### config.mk
export PLATFORM = sky130hd
export DESIGN_NAME = aspect_fit_nearest_downscaler
export DESIGN_NICKNAME = d
export VERILOG_FILES = /design/src/rtl/core/afd_pkg.sv /design/src/rtl/core/afd_div.sv /design/src/rtl/core/afd_fit.sv /design/src/rtl/core/afd_pos.sv /design/src/rtl/core/aspect_fit_nearest_downscaler.sv
export SDC_FILE = /design/constraint.sdc
export NUM_CORES = 2
export LEC_CHECK = 0
export ABC_AREA = 1
export BUFFER_PORTS_ARGS = -buffer_cell sky130_fd_sc_hd__buf_2
export CAP_MARGIN = 10
export CORE_ASPECT_RATIO = 1.5
export CORE_MARGIN = 5
export CORE_UTILIZATION = 50
export DETAILED_ROUTE_END_ITERATION = 10
export GPL_ROUTABILITY_DRIVEN = 1
export HOLD_SLACK_MARGIN = 0.12
export PLACE_DENSITY = 0.7
export SLEW_MARGIN = 20
export SYNTH_ARGS = -nofsm -noshare
export SYNTH_HDL_FRONTEND = slang
export SYNTH_SLANG_ARGS = --single-unit
### constraint.sdc
create_clock -name clk -period 8.1 [get_ports clk]
set_clock_uncertainty 0.2 [all_clocks]
set_input_delay 0.81 -clock clk [delete_from_list [all_inputs] [get_ports clk]]
set_output_delay 0.81 -clock clk [all_outputs]
set_load 0.05 [all_outputs]
### src/rtl/core/afd_pkg.sv
`default_nettype none
// ----------------------------------------------------------------------------
// afd_pkg: shared types and constants of the aspect-fit downscaler
// Holds the configuration register map, reset sizes and the selection flags
// that pass from the position tracker to the output stage.
// ----------------------------------------------------------------------------
package afd_pkg;

  // Width of each size register and of the register index.
  localparam int CFG_W     = 13;
  localparam int CFG_IDX_W = 2;

  // Register map of the configuration channel.
  typedef enum logic [CFG_IDX_W-1:0] {
    REG_SRC_WIDTH  = 2'd0,
    REG_SRC_HEIGHT = 2'd1,
    REG_BOX_WIDTH  = 2'd2,
    REG_BOX_HEIGHT = 2'd3
  } cfg_reg_t;

  // Size registers after reset.
  localparam logic [CFG_W-1:0] RST_SRC_WIDTH  = 13'd640;
  localparam logic [CFG_W-1:0] RST_SRC_HEIGHT = 13'd480;
  localparam logic [CFG_W-1:0] RST_BOX_WIDTH  = 13'd640;
  localparam logic [CFG_W-1:0] RST_BOX_HEIGHT = 13'd480;

  // Decision for the pixel being accepted.
  typedef struct packed {
    logic hit;   // pixel is forwarded
    logic last;  // pixel closes the output frame
  } afd_sel_t;

endpackage
`default_nettype wire

### src/rtl/core/afd_div.sv
`default_nettype none
// ----------------------------------------------------------------------------
// afd_div: restoring divider, one quotient bit per cycle
// Divides an unsigned numerator by a non-zero unsigned denominator. A start
// pulse loads the operands; done pulses once the quotient is complete.
// ----------------------------------------------------------------------------
module afd_div #(
  parameter int NUM_W = 29,
  parameter int DEN_W = 13
) (
  input  wire logic             clk,
  input  wire logic             rst,
  input  wire logic             start,
  input  wire logic [NUM_W-1:0] num,
  input  wire logic [DEN_W-1:0] den,
  output logic                  done,
  output logic [NUM_W-1:0]      quotient
);

  localparam int CNT_W = $clog2(NUM_W);

  logic             running;
  logic [CNT_W-1:0] cnt;
  logic [DEN_W-1:0] rem;
  logic [DEN_W-1:0] den_r;
  logic [DEN_W:0]   rem_sh;
  logic [DEN_W:0]   rem_next;
  logic             take;

  always_comb begin
    rem_sh   = {rem, quotient[NUM_W-1]};
    take     = rem_sh >= {1'b0, den_r};
    rem_next = take ? rem_sh - {1'b0, den_r} : rem_sh;
  end

  always_ff @(posedge clk) begin
    if (rst) begin
      running <= 1'b0;
      done    <= 1'b0;
    end else begin
      done <= 1'b0;
      if (start) begin
        running <= 1'b1;
      end else if (running && cnt == CNT_W'(NUM_W - 1)) begin
        running <= 1'b0;
        done    <= 1'b1;
      end
    end
  end

  always_ff @(posedge clk) begin
    if (start) begin
      quotient <= num;
      rem      <= '0;
      den_r    <= den;
      cnt      <= '0;
    end else if (running) begin
      quotient <= {quotient[NUM_W-2:0], take};
      rem      <= rem_next[DEN_W-1:0];
      cnt      <= cnt + 1'b1;
    end
  end

endmodule
`default_nettype wire

### src/rtl/core/afd_fit.sv
`default_nettype none
// ----------------------------------------------------------------------------
// afd_fit: box fitting and step factor sequencer
// Recomputes the fitted size and the fixed-point step factors from the size
// registers after reset and after every register write, sharing one divider.
// ----------------------------------------------------------------------------
module afd_fit
  import afd_pkg::*;
#(
  parameter int MAX_DIM_BITS = 12,
  parameter int FRAC_BITS    = 16
) (
  input  wire logic                           clk,
  input  wire logic                           rst,
  input  wire logic                           restart,
  input  wire logic [CFG_W-1:0]               src_width,
  input  wire logic [CFG_W-1:0]               src_height,
  input  wire logic [CFG_W-1:0]               box_width,
  input  wire logic [CFG_W-1:0]               box_height,
  output logic                                busy,
  output logic [MAX_DIM_BITS:0]               live_sw,
  output logic [MAX_DIM_BITS:0]               live_sh,
  output logic [MAX_DIM_BITS:0]               fitted_w,
  output logic [MAX_DIM_BITS:0]               fitted_h,
  output logic [MAX_DIM_BITS+FRAC_BITS-1:0]   col_step,
  output logic [MAX_DIM_BITS+FRAC_BITS-1:0]   row_step
);

  localparam int DIM_W  = MAX_DIM_BITS + 1;
  localparam int STEP_W = MAX_DIM_BITS + FRAC_BITS;
  localparam int PROD_W = 2 * DIM_W;
  localparam int SNUM_W = DIM_W + FRAC_BITS;
  localparam int NUM_W  = (PROD_W > SNUM_W) ? PROD_W : SNUM_W;
  localparam int EXT_W  = (CFG_W > DIM_W) ? CFG_W : DIM_W;
  localparam int TOP    = 1 << MAX_DIM_BITS;

  typedef enum logic [3:0] {
    S_PREP,
    S_MUL,
    S_FIT_GO,
    S_FIT_WAIT,
    S_CLAMP,
    S_COL_GO,
    S_COL_WAIT,
    S_ROW_GO,
    S_ROW_WAIT,
    S_DONE
  } fit_state_t;

  fit_state_t        state;
  logic [DIM_W-1:0]  sw_r, sh_r, bw_r, bh_r;
  logic [DIM_W-1:0]  fw_r, fh_r;
  logic [PROD_W-1:0] prod_a, prod_b;
  logic [STEP_W-1:0] cstep_r, rstep_r;

  logic              div_start;
  logic [NUM_W-1:0]  div_num;
  logic [DIM_W-1:0]  div_den;
  logic              div_done;
  logic [NUM_W-1:0]  div_q;

  // Zero reads as one, anything past the largest frame reads as the largest.
  function automatic logic [DIM_W-1:0] eff_dim(input logic [CFG_W-1:0] v);
    logic [EXT_W-1:0] vx;
    vx = EXT_W'(v);
    if (vx == '0) begin
      return DIM_W'(1);
    end else if (vx > EXT_W'(TOP)) begin
      return DIM_W'(TOP);
    end
    return DIM_W'(vx);
  endfunction

  // Fitted size is at least one and never above the source size.
  function automatic logic [DIM_W-1:0] clamp_fit(input logic [DIM_W-1:0] f,
                                                 input logic [DIM_W-1:0] s);
    if (f == '0) begin
      return DIM_W'(1);
    end else if (f > s) begin
      return s;
    end
    return f;
  endfunction

  function automatic logic [STEP_W-1:0] sat_step(input logic [NUM_W-1:0] q);
    if (|q[NUM_W-1:STEP_W]) begin
      return '1;
    end
    return q[STEP_W-1:0];
  endfunction

  always_comb begin
    live_sw = eff_dim(src_width);
    live_sh = eff_dim(src_height);
  end

  always_comb begin
    div_start = 1'b0;
    div_num   = '0;
    div_den   = '0;
    unique case (state)
      S_FIT_GO: begin
        div_start = 1'b1;
        if (prod_a > prod_b) begin
          div_num = NUM_W'(prod_b);
          div_den = sh_r;
        end else begin
          div_num = NUM_W'(prod_a);
          div_den = sw_r;
        end
      end
      S_COL_GO: begin
        div_start = 1'b1;
        div_num   = NUM_W'({sw_r, {FRAC_BITS{1'b0}}});
        div_den   = fw_r;
      end
      S_ROW_GO: begin
        div_start = 1'b1;
        div_num   = NUM_W'({sh_r, {FRAC_BITS{1'b0}}});
        div_den   = fh_r;
      end
      default: begin
      end
    endcase
  end

  afd_div #(
    .NUM_W (NUM_W),
    .DEN_W (DIM_W)
  ) u_div (
    .clk      (clk),
    .rst      (rst),
    .start    (div_start),
    .num      (div_num),
    .den      (div_den),
    .done     (div_done),
    .quotient (div_q)
  );

  always_ff @(posedge clk) begin
    if (rst) begin
      state <= S_PREP;
    end else if (restart) begin
      state <= S_PREP;
    end else begin
      unique case (state)
        S_PREP: begin
          sw_r  <= live_sw;
          sh_r  <= live_sh;
          bw_r  <= eff_dim(box_width);
          bh_r  <= eff_dim(box_height);
          state <= S_MUL;
        end
        S_MUL: begin
          prod_a <= PROD_W'(bw_r) * PROD_W'(sh_r);
          prod_b <= PROD_W'(bh_r) * PROD_W'(sw_r);
          state  <= S_FIT_GO;
        end
        S_FIT_GO: begin
          fw_r  <= bw_r;
          fh_r  <= bh_r;
          state <= (prod_a == prod_b) ? S_CLAMP : S_FIT_WAIT;
        end
        S_FIT_WAIT: begin
          if (div_done) begin
            if (prod_a > prod_b) begin
              fw_r <= div_q[DIM_W-1:0];
            end else begin
              fh_r <= div_q[DIM_W-1:0];
            end
            state <= S_CLAMP;
          end
        end
        S_CLAMP: begin
          fw_r  <= clamp_fit(fw_r, sw_r);
          fh_r  <= clamp_fit(fh_r, sh_r);
          state <= S_COL_GO;
        end
        S_COL_GO: begin
          state <= S_COL_WAIT;
        end
        S_COL_WAIT: begin
          if (div_done) begin
            cstep_r <= sat_step(div_q);
            state   <= S_ROW_GO;
          end
        end
        S_ROW_GO: begin
          state <= S_ROW_WAIT;
        end
        S_ROW_WAIT: begin
          if (div_done) begin
            rstep_r <= sat_step(div_q);
            state   <= S_DONE;
          end
        end
        S_DONE: begin
          state <= S_DONE;
        end
        default: begin
          state <= S_PREP;
        end
      endcase
    end
  end

  always_comb begin
    busy     = state != S_DONE;
    fitted_w = fw_r;
    fitted_h = fh_r;
    col_step = cstep_r;
    row_step = rstep_r;
  end

endmodule
`default_nettype wire

### src/rtl/core/afd_pos.sv
`default_nettype none
// ----------------------------------------------------------------------------
// afd_pos: source position and selection tracker
// Follows the raster position of the incoming pixels and the fixed-point
// positions of the next source column and row to pick.
// ----------------------------------------------------------------------------
module afd_pos
  import afd_pkg::*;
#(
  parameter int MAX_DIM_BITS = 12,
  parameter int FRAC_BITS    = 16
) (
  input  wire logic                               clk,
  input  wire logic                               rst,
  input  wire logic                               accept,
  input  wire logic [MAX_DIM_BITS:0]              live_sw,
  input  wire logic [MAX_DIM_BITS:0]              live_sh,
  input  wire logic [MAX_DIM_BITS:0]              new_fw,
  input  wire logic [MAX_DIM_BITS:0]              new_fh,
  input  wire logic [MAX_DIM_BITS+FRAC_BITS-1:0]  new_cstep,
  input  wire logic [MAX_DIM_BITS+FRAC_BITS-1:0]  new_rstep,
  output afd_sel_t                                sel
);

  localparam int POS_W  = MAX_DIM_BITS;
  localparam int DIM_W  = MAX_DIM_BITS + 1;
  localparam int STEP_W = MAX_DIM_BITS + FRAC_BITS;
  localparam int ACC_W  = STEP_W + 1;

  logic [POS_W-1:0]  src_col, src_row;
  logic [ACC_W-1:0]  col_acc, row_acc;
  logic [DIM_W-1:0]  out_col, out_row;
  logic [DIM_W-1:0]  act_fw, act_fh;
  logic [STEP_W-1:0] act_cstep, act_rstep;

  logic              at_start;
  logic [DIM_W-1:0]  fw_c, fh_c, oc_c, or_c;
  logic [STEP_W-1:0] cstep_c, rstep_c;
  logic [ACC_W-1:0]  cacc_c, racc_c;
  logic              col_sel, row_sel;
  logic              row_end, frame_done;

  always_comb begin
    // The first pixel of a frame takes the fresh fit and restarts the counts.
    at_start = (src_col == '0) && (src_row == '0);
    fw_c     = at_start ? new_fw    : act_fw;
    fh_c     = at_start ? new_fh    : act_fh;
    cstep_c  = at_start ? new_cstep : act_cstep;
    rstep_c  = at_start ? new_rstep : act_rstep;
    cacc_c   = at_start ? '0 : col_acc;
    racc_c   = at_start ? '0 : row_acc;
    oc_c     = at_start ? '0 : out_col;
    or_c     = at_start ? '0 : out_row;

    col_sel = (oc_c < fw_c) && (cacc_c[ACC_W-1:FRAC_BITS] == DIM_W'(src_col));
    row_sel = (or_c < fh_c) && (racc_c[ACC_W-1:FRAC_BITS] == DIM_W'(src_row));

    sel.hit  = col_sel && row_sel;
    sel.last = ({1'b0, or_c} + 1'b1 == {1'b0, fh_c}) &&
               ({1'b0, oc_c} + 1'b1 == {1'b0, fw_c});

    row_end    = DIM_W'(src_col) + 1'b1 >= live_sw;
    frame_done = DIM_W'(src_row) + 1'b1 >= live_sh;
  end

  always_ff @(posedge clk) begin
    if (rst) begin
      src_col <= '0;
      src_row <= '0;
      col_acc <= '0;
      row_acc <= '0;
      out_col <= '0;
      out_row <= '0;
    end else if (accept) begin
      if (row_end) begin
        src_col <= '0;
        out_col <= '0;
        col_acc <= '0;
        if (frame_done) begin
          src_row <= '0;
          out_row <= '0;
          row_acc <= '0;
        end else begin
          src_row <= src_row + 1'b1;
          out_row <= row_sel ? or_c + 1'b1 : or_c;
          row_acc <= row_sel ? racc_c + ACC_W'(rstep_c) : racc_c;
        end
      end else begin
        src_col <= src_col + 1'b1;
        out_col <= col_sel ? oc_c + 1'b1 : oc_c;
        col_acc <= col_sel ? cacc_c + ACC_W'(cstep_c) : cacc_c;
        out_row <= or_c;
        row_acc <= racc_c;
      end
    end
  end

  // Fit and steps hold for the whole frame once its first pixel is taken.
  always_ff @(posedge clk) begin
    if (accept) begin
      act_fw    <= fw_c;
      act_fh    <= fh_c;
      act_cstep <= cstep_c;
      act_rstep <= rstep_c;
    end
  end

endmodule
`default_nettype wire

### src/rtl/core/aspect_fit_nearest_downscaler.sv
`default_nettype none
// ----------------------------------------------------------------------------
// aspect_fit_nearest_downscaler: aspect-preserving nearest-neighbor shrink
// Takes a raster frame one pixel per beat and forwards the pixels that a
// nearest-neighbor downscale to the aspect-fitted box selects.
// ----------------------------------------------------------------------------
// The block accepts one source pixel per clock in raster order and forwards
// each selected pixel unchanged, with frame_end marking the last pixel of the
// output frame. The box is shrunk to the source aspect ratio and the column
// and row step factors are fixed point with FRAC_BITS fraction bits; both are
// taken at the first pixel of every frame, while the live source size closes
// rows and frames. After reset and after every configuration write, a shared
// restoring divider recomputes the fit and the two steps, one quotient bit
// per cycle over three divisions; the fit division is not waited for when
// the box already has the source's shape. The divider is NUM_W bits wide,
// the larger of 2 * MAX_DIM_BITS + 2 and MAX_DIM_BITS + FRAC_BITS + 1.
// in_stall stays high while the recompute runs and during the beat of a
// configuration write. Otherwise each pixel is decided in the cycle it is
// accepted and its beat is held in an output register backed by a one-beat
// skid register, so the input keeps taking one pixel per clock while a
// result waits; in_stall rises only when both are full. Size registers read
// zero as one and clip at 2^MAX_DIM_BITS. The block never enlarges: a fitted
// side larger than the source is cut to the source size.
module aspect_fit_nearest_downscaler
  import afd_pkg::*;
#(
  parameter int MAX_DIM_BITS = 12,
  parameter int FRAC_BITS    = 16,
  parameter int PIXEL_BITS   = 32
) (
  input  wire logic                  clk,
  input  wire logic                  rst,
  // Source pixel channel
  input  wire logic                  in_valid,
  output logic                       in_stall,
  input  wire logic [PIXEL_BITS-1:0] pixel_in,
  // Output pixel channel
  output logic                       out_valid,
  input  wire logic                  out_stall,
  output logic [PIXEL_BITS-1:0]      pixel_out,
  output logic                       frame_end,
  // Configuration write channel
  input  wire logic                  cfg_valid,
  output logic                       cfg_ready,
  input  wire logic [CFG_IDX_W-1:0]  cfg_index,
  input  wire logic [CFG_W-1:0]      cfg_data
);

  localparam int DIM_W  = MAX_DIM_BITS + 1;
  localparam int STEP_W = MAX_DIM_BITS + FRAC_BITS;

  logic [CFG_W-1:0]      src_width, src_height, box_width, box_height;
  logic                  cfg_wr;

  logic                  fit_busy;
  logic [DIM_W-1:0]      live_sw, live_sh, fitted_w, fitted_h;
  logic [STEP_W-1:0]     col_step, row_step;

  logic                  in_accept;
  afd_sel_t              sel;

  logic                  skid_valid;
  logic [PIXEL_BITS-1:0] skid_pixel;
  logic                  skid_end;
  logic                  out_free;

  // Writes are always taken; the recompute that follows holds off pixels.
  assign cfg_ready = 1'b1;
  assign cfg_wr    = cfg_valid && cfg_ready;

  always_ff @(posedge clk) begin
    if (rst) begin
      src_width  <= RST_SRC_WIDTH;
      src_height <= RST_SRC_HEIGHT;
      box_width  <= RST_BOX_WIDTH;
      box_height <= RST_BOX_HEIGHT;
    end else if (cfg_wr) begin
      unique case (cfg_reg_t'(cfg_index))
        REG_SRC_WIDTH:  src_width  <= cfg_data;
        REG_SRC_HEIGHT: src_height <= cfg_data;
        REG_BOX_WIDTH:  box_width  <= cfg_data;
        REG_BOX_HEIGHT: box_height <= cfg_data;
        default: begin
        end
      endcase
    end
  end

  afd_fit #(
    .MAX_DIM_BITS (MAX_DIM_BITS),
    .FRAC_BITS    (FRAC_BITS)
  ) u_fit (
    .clk        (clk),
    .rst        (rst),
    .restart    (cfg_wr),
    .src_width  (src_width),
    .src_height (src_height),
    .box_width  (box_width),
    .box_height (box_height),
    .busy       (fit_busy),
    .live_sw    (live_sw),
    .live_sh    (live_sh),
    .fitted_w   (fitted_w),
    .fitted_h   (fitted_h),
    .col_step   (col_step),
    .row_step   (row_step)
  );

  // The skid register only fills while the output register is held, so a
  // full skid is the one case where the next pixel has nowhere to go.
  assign in_stall  = fit_busy || skid_valid || cfg_valid;
  assign in_accept = in_valid && !in_stall;

  afd_pos #(
    .MAX_DIM_BITS (MAX_DIM_BITS),
    .FRAC_BITS    (FRAC_BITS)
  ) u_pos (
    .clk       (clk),
    .rst       (rst),
    .accept    (in_accept),
    .live_sw   (live_sw),
    .live_sh   (live_sh),
    .new_fw    (fitted_w),
    .new_fh    (fitted_h),
    .new_cstep (col_step),
    .new_rstep (row_step),
    .sel       (sel)
  );

  assign out_free = !out_valid || !out_stall;

  always_ff @(posedge clk) begin
    if (rst) begin
      out_valid  <= 1'b0;
      skid_valid <= 1'b0;
    end else if (out_free) begin
      // Output register moves on: refill from the skid first, else take the
      // decision for the pixel accepted this cycle.
      if (skid_valid) begin
        out_valid  <= 1'b1;
        skid_valid <= 1'b0;
      end else begin
        out_valid <= in_accept && sel.hit;
      end
    end else if (in_accept && sel.hit) begin
      skid_valid <= 1'b1;
    end
  end

  always_ff @(posedge clk) begin
    if (out_free) begin
      if (skid_valid) begin
        pixel_out <= skid_pixel;
        frame_end <= skid_end;
      end else begin
        pixel_out <= pixel_in;
        frame_end <= sel.last;
      end
    end else if (in_accept && sel.hit) begin
      skid_pixel <= pixel_in;
      skid_end   <= sel.last;
    end
  end

endmodule
`default_nettype wire

==> flow_metrics.tcl <==
set metrics [dict create \
    outcome "finished clean" \
    maxCapViolCount 0 \
    hold_class "in2reg" \
    synthDominantCellAreaShare_pct 26.5 \
    via_per_inst 5.46 \
    fmax_ghz 0.162 \
    drtIter0Drc 2623 \
    slew_violations 0 \
    grtUsageTotal_pct 26.6 \
    leakage_nw 22.6 \
    synth_nets 6011 \
    area_growth_pct 8.26 \
    ys_seq_elements 562 \
    hold_slack_ps 157 \
    ys_seq_area_share_pct 35.2 \
    pwr_density_cell_nw_per_um2 228 \
    multiInputGateArea_um2 23300 \
    grt-busiest-layer "met2" \
    synthTopCellsByArea "edfxtp_1 26%, nand2_1 14%, fa_1 11%, ha_1 9.5%, dfxtp_1 8.7%" \
    design.portCount 88 \
    cp.arrival_ps 6360 \
    critPathMaxStageDelay_ps 640 \
    ant_nets 0 \
    start_util_pct 50.2 \
    synth_area_leader_cell "edfxtp_1" \
    crit_chain "nand2_1 -> inv_1 -> fa_1 -> inv_1 -> fa_1 -> inv_1 -> fa_1 -> fa_1 -> inv_1 -> fa_1 -> inv_1 -> ha_1 -> a21oi_1 -> o21ai_0 -> a21oi_1 -> inv_1 -> a21oi_1 -> inv_1 -> nand2_1 -> o211ai_1 -> a21boi_0 -> o21ai_0 -> xor2_1" \
    grt-ovfl-total 0 \
    grt_first_pass_wirelength_mm 195 \
    fill_cells 7983 \
    final_common_cell "nand2_1" \
    die_h_um 368 \
    period_share_pct 76.4 \
    slowest_stage "edfxtp_1" \
    cts_root_buf "clkbuf_16" \
    wl_per_cell_um 18.8 \
    antenna_found_initial 0 \
    h-tree-depth 2 \
    post-cts-setup-buffer-count 0 \
    yosysUniqueCellTypes 51 \
    worstSetupStartpoint "u_fit.bh_r[8]$_SDFFCE_PN0P_" \
    grt_max_degree 69 \
    setup_viol 0 \
    ir_drop_mv 0.420 \
    tns_ps 0 \
    ys_warn_count 0 \
    clk_latency_ps 660 \
    synth_edf_count 376 \
    met1_usage_pct 29.8 \
    criticalPathCategory "reg2reg" \
    place_hpwl_mm 96.2 \
    coreArea_um2 84900 \
    timing.rr.start "u_fit.bh_r[8]$_SDFFCE_PN0P_" \
    final.min_clock_period_ps 6190 \
    syn_area_per_cell_um2 7.91 \
    layout_common_cells "1590 x nand2_1, 952 x inv_1, 376 x edfxtp_1" \
    numClockSinks 562 \
    syn_area_um2 42600 \
    use_met3_pct 3.53 \
    worstMarginPinSlew_ps 1010 \
    layout-drive-gt1-share_pct 5.09 \
    regArea_um2 15000 \
    first_pass_iters 6 \
    grt_use_met2_pct 48.0 \
    std_cell_rows 131 \
    cts_made_buffers 56 \
    startpoint_type "flop" \
    dieArea_um2 91400 \
    rsz0062_at_grt "no" \
    nNetsFinal 6018 \
    portBuffers 86 \
    place.gp.congestion 0.983 \
    cts_tree "done" \
    cts.clk_slew.worst_paths_ps 70 \
    grt_pass1_vias 36086 \
    ys_async_sr_fraction_pct 0 \
    end_kind "flop" \
    slew-limit-headroom_pct 32.6 \
    synth_cells 5391 \
    synth_flop_cell "edfxtp_1" \
    path_buf_inv 7 \
    vias 35880 \
    hold_viol 0 \
    crit_path_max_fanout 14 \
    min_from "pixel_in[13]" \
    crit_family "adder cells" \
    worstPathRequired_ps 8270 \
    die_width_um 248 \
    routed_wl_mm 124 \
    cpMostUsedCell "inv_1" \
    route.detailed.drc 0 \
    clk_path_buf_depth 3 \
]
## registers in the layout, indices dropped and copies added (netlist names), 26 cells and up
signal	cells
pixel_out	32
skid_pixel	32
u_fit.u_div.quotient	29
u_pos.col_acc	29
u_pos.row_acc	29
u_fit.col_step	28
u_fit.row_step	28
u_pos.act_cstep	28
u_pos.act_rstep	28
u_fit.prod_a	26
u_fit.prod_b	26
## cells by family (layout without fill, tap and decap cells)
logic type	after synthesis	after routing	share of synthesized area [%]
other cells	1	2	0.00879
xor+xnor	136	136	2.79
buf+inv	1159	1214	10.4
simple gates	2281	2281	21.8
fa+ha+maj	568	568	21.0
compound gates	684	684	8.87
flops	562	562	35.2
## stage by stage
step           utilization, %  worst slack (ps)  power (mW)  std cells  area, µm²
2_1_floorplan               -              1190        6.49       5391      42600
6_report                 54.4              1910        10.5       6577      46200
5_1_grt                  54.4              1620        11.2       6576      46200
3_5_place_dp             51.9              1950        7.75       6456      44100
4_1_cts                  54.4              1920        10.6       6576      46200
3_3_place_gp             51.9              2080        7.69       6456      44100
## where the power goes
part / total (mW) / switching, mW / internal [mW]
combinational: 4.20 / 2.67 / 1.53
clock: 2.79 / 1.22 / 1.57
sequential: 3.51 / 0.148 / 3.36
total: 10.5 / 4.04 / 6.47
## synth_stat cells (5+ instances only)
cell type,instances
a211oi_1,8
a21boi_0,6
a21o_1,18
a21oi_1,329
a31o_2,6
a31oi_1,8
buf_1,9
buf_2,21
buf_4,5
clkbuf_1,155
dfxtp_1,186
edfxtp_1,376
fa_1,245
ha_1,323
inv_1,953
inv_2,8
nand2_1,1590
nand3_1,253
nand4_1,74
nor2_1,268
nor2_2,5
nor3_1,39
nor4_1,19
o211ai_1,46
o21a_1,5
o21ai_0,193
o21ai_1,17
o221ai_1,7
o22ai_1,22
or2_2,17
xnor2_1,50
xor2_1,86
## cell type report
type / instances / share of cell area (%)
diodes: 1 / 0.00542
clock buffers: 75 / 3.40
clock inverters: 31 / 0.843
inverters: 964 / 7.84
multi-input cells: 3670 / 50.4
flip-flops and latches: 562 / 32.5
well taps: 1130 / 3.06
repair buffers: 144 / 1.96
## final timing paths
kind                                     to  slack (ps)  depth (start not counted)
max reg2reg      u_fit.prod_b[22]$_DFFE_PP_        1910                         23
max              u_fit.prod_b[22]$_DFFE_PP_        1910                         23
min                skid_pixel[13]$_DFFE_PP_         160                          1
min reg2reg  u_pos.col_acc[19]$_SDFFE_PP0P_         270                          2
## routing by layer
layer | share of wire, % | wire, µm
met5 | 0 | 0
met4 | 7.4 | 9140
met3 | 5.5 | 6780
met2 | 50 | 62300
met1 | 37 | 45600
## worst reg2reg max path, cell delays in order (launching register included)
cell      delay [ps]
edfxtp_1         640
nand2_1          170
inv_1             70
fa_1             540
inv_1             50
fa_1             470
inv_1             50
fa_1             480
fa_1             550
inv_1             50
fa_1             480
inv_1             40
ha_1             340
a21oi_1          200
o21ai_0          150
a21oi_1          230
inv_1             70
a21oi_1          200
inv_1            120
nand2_1           80
o211ai_1         110
a21boi_0         300
o21ai_0          160
xor2_1           160
## what timing repair did
item / 4_1_cts / 5_1_grt
hold buffers: 14 / 0
resized for setup: 0 / 0
hold endpoints to repair: 14 / 0
Power figures use the tool's default switching activity.
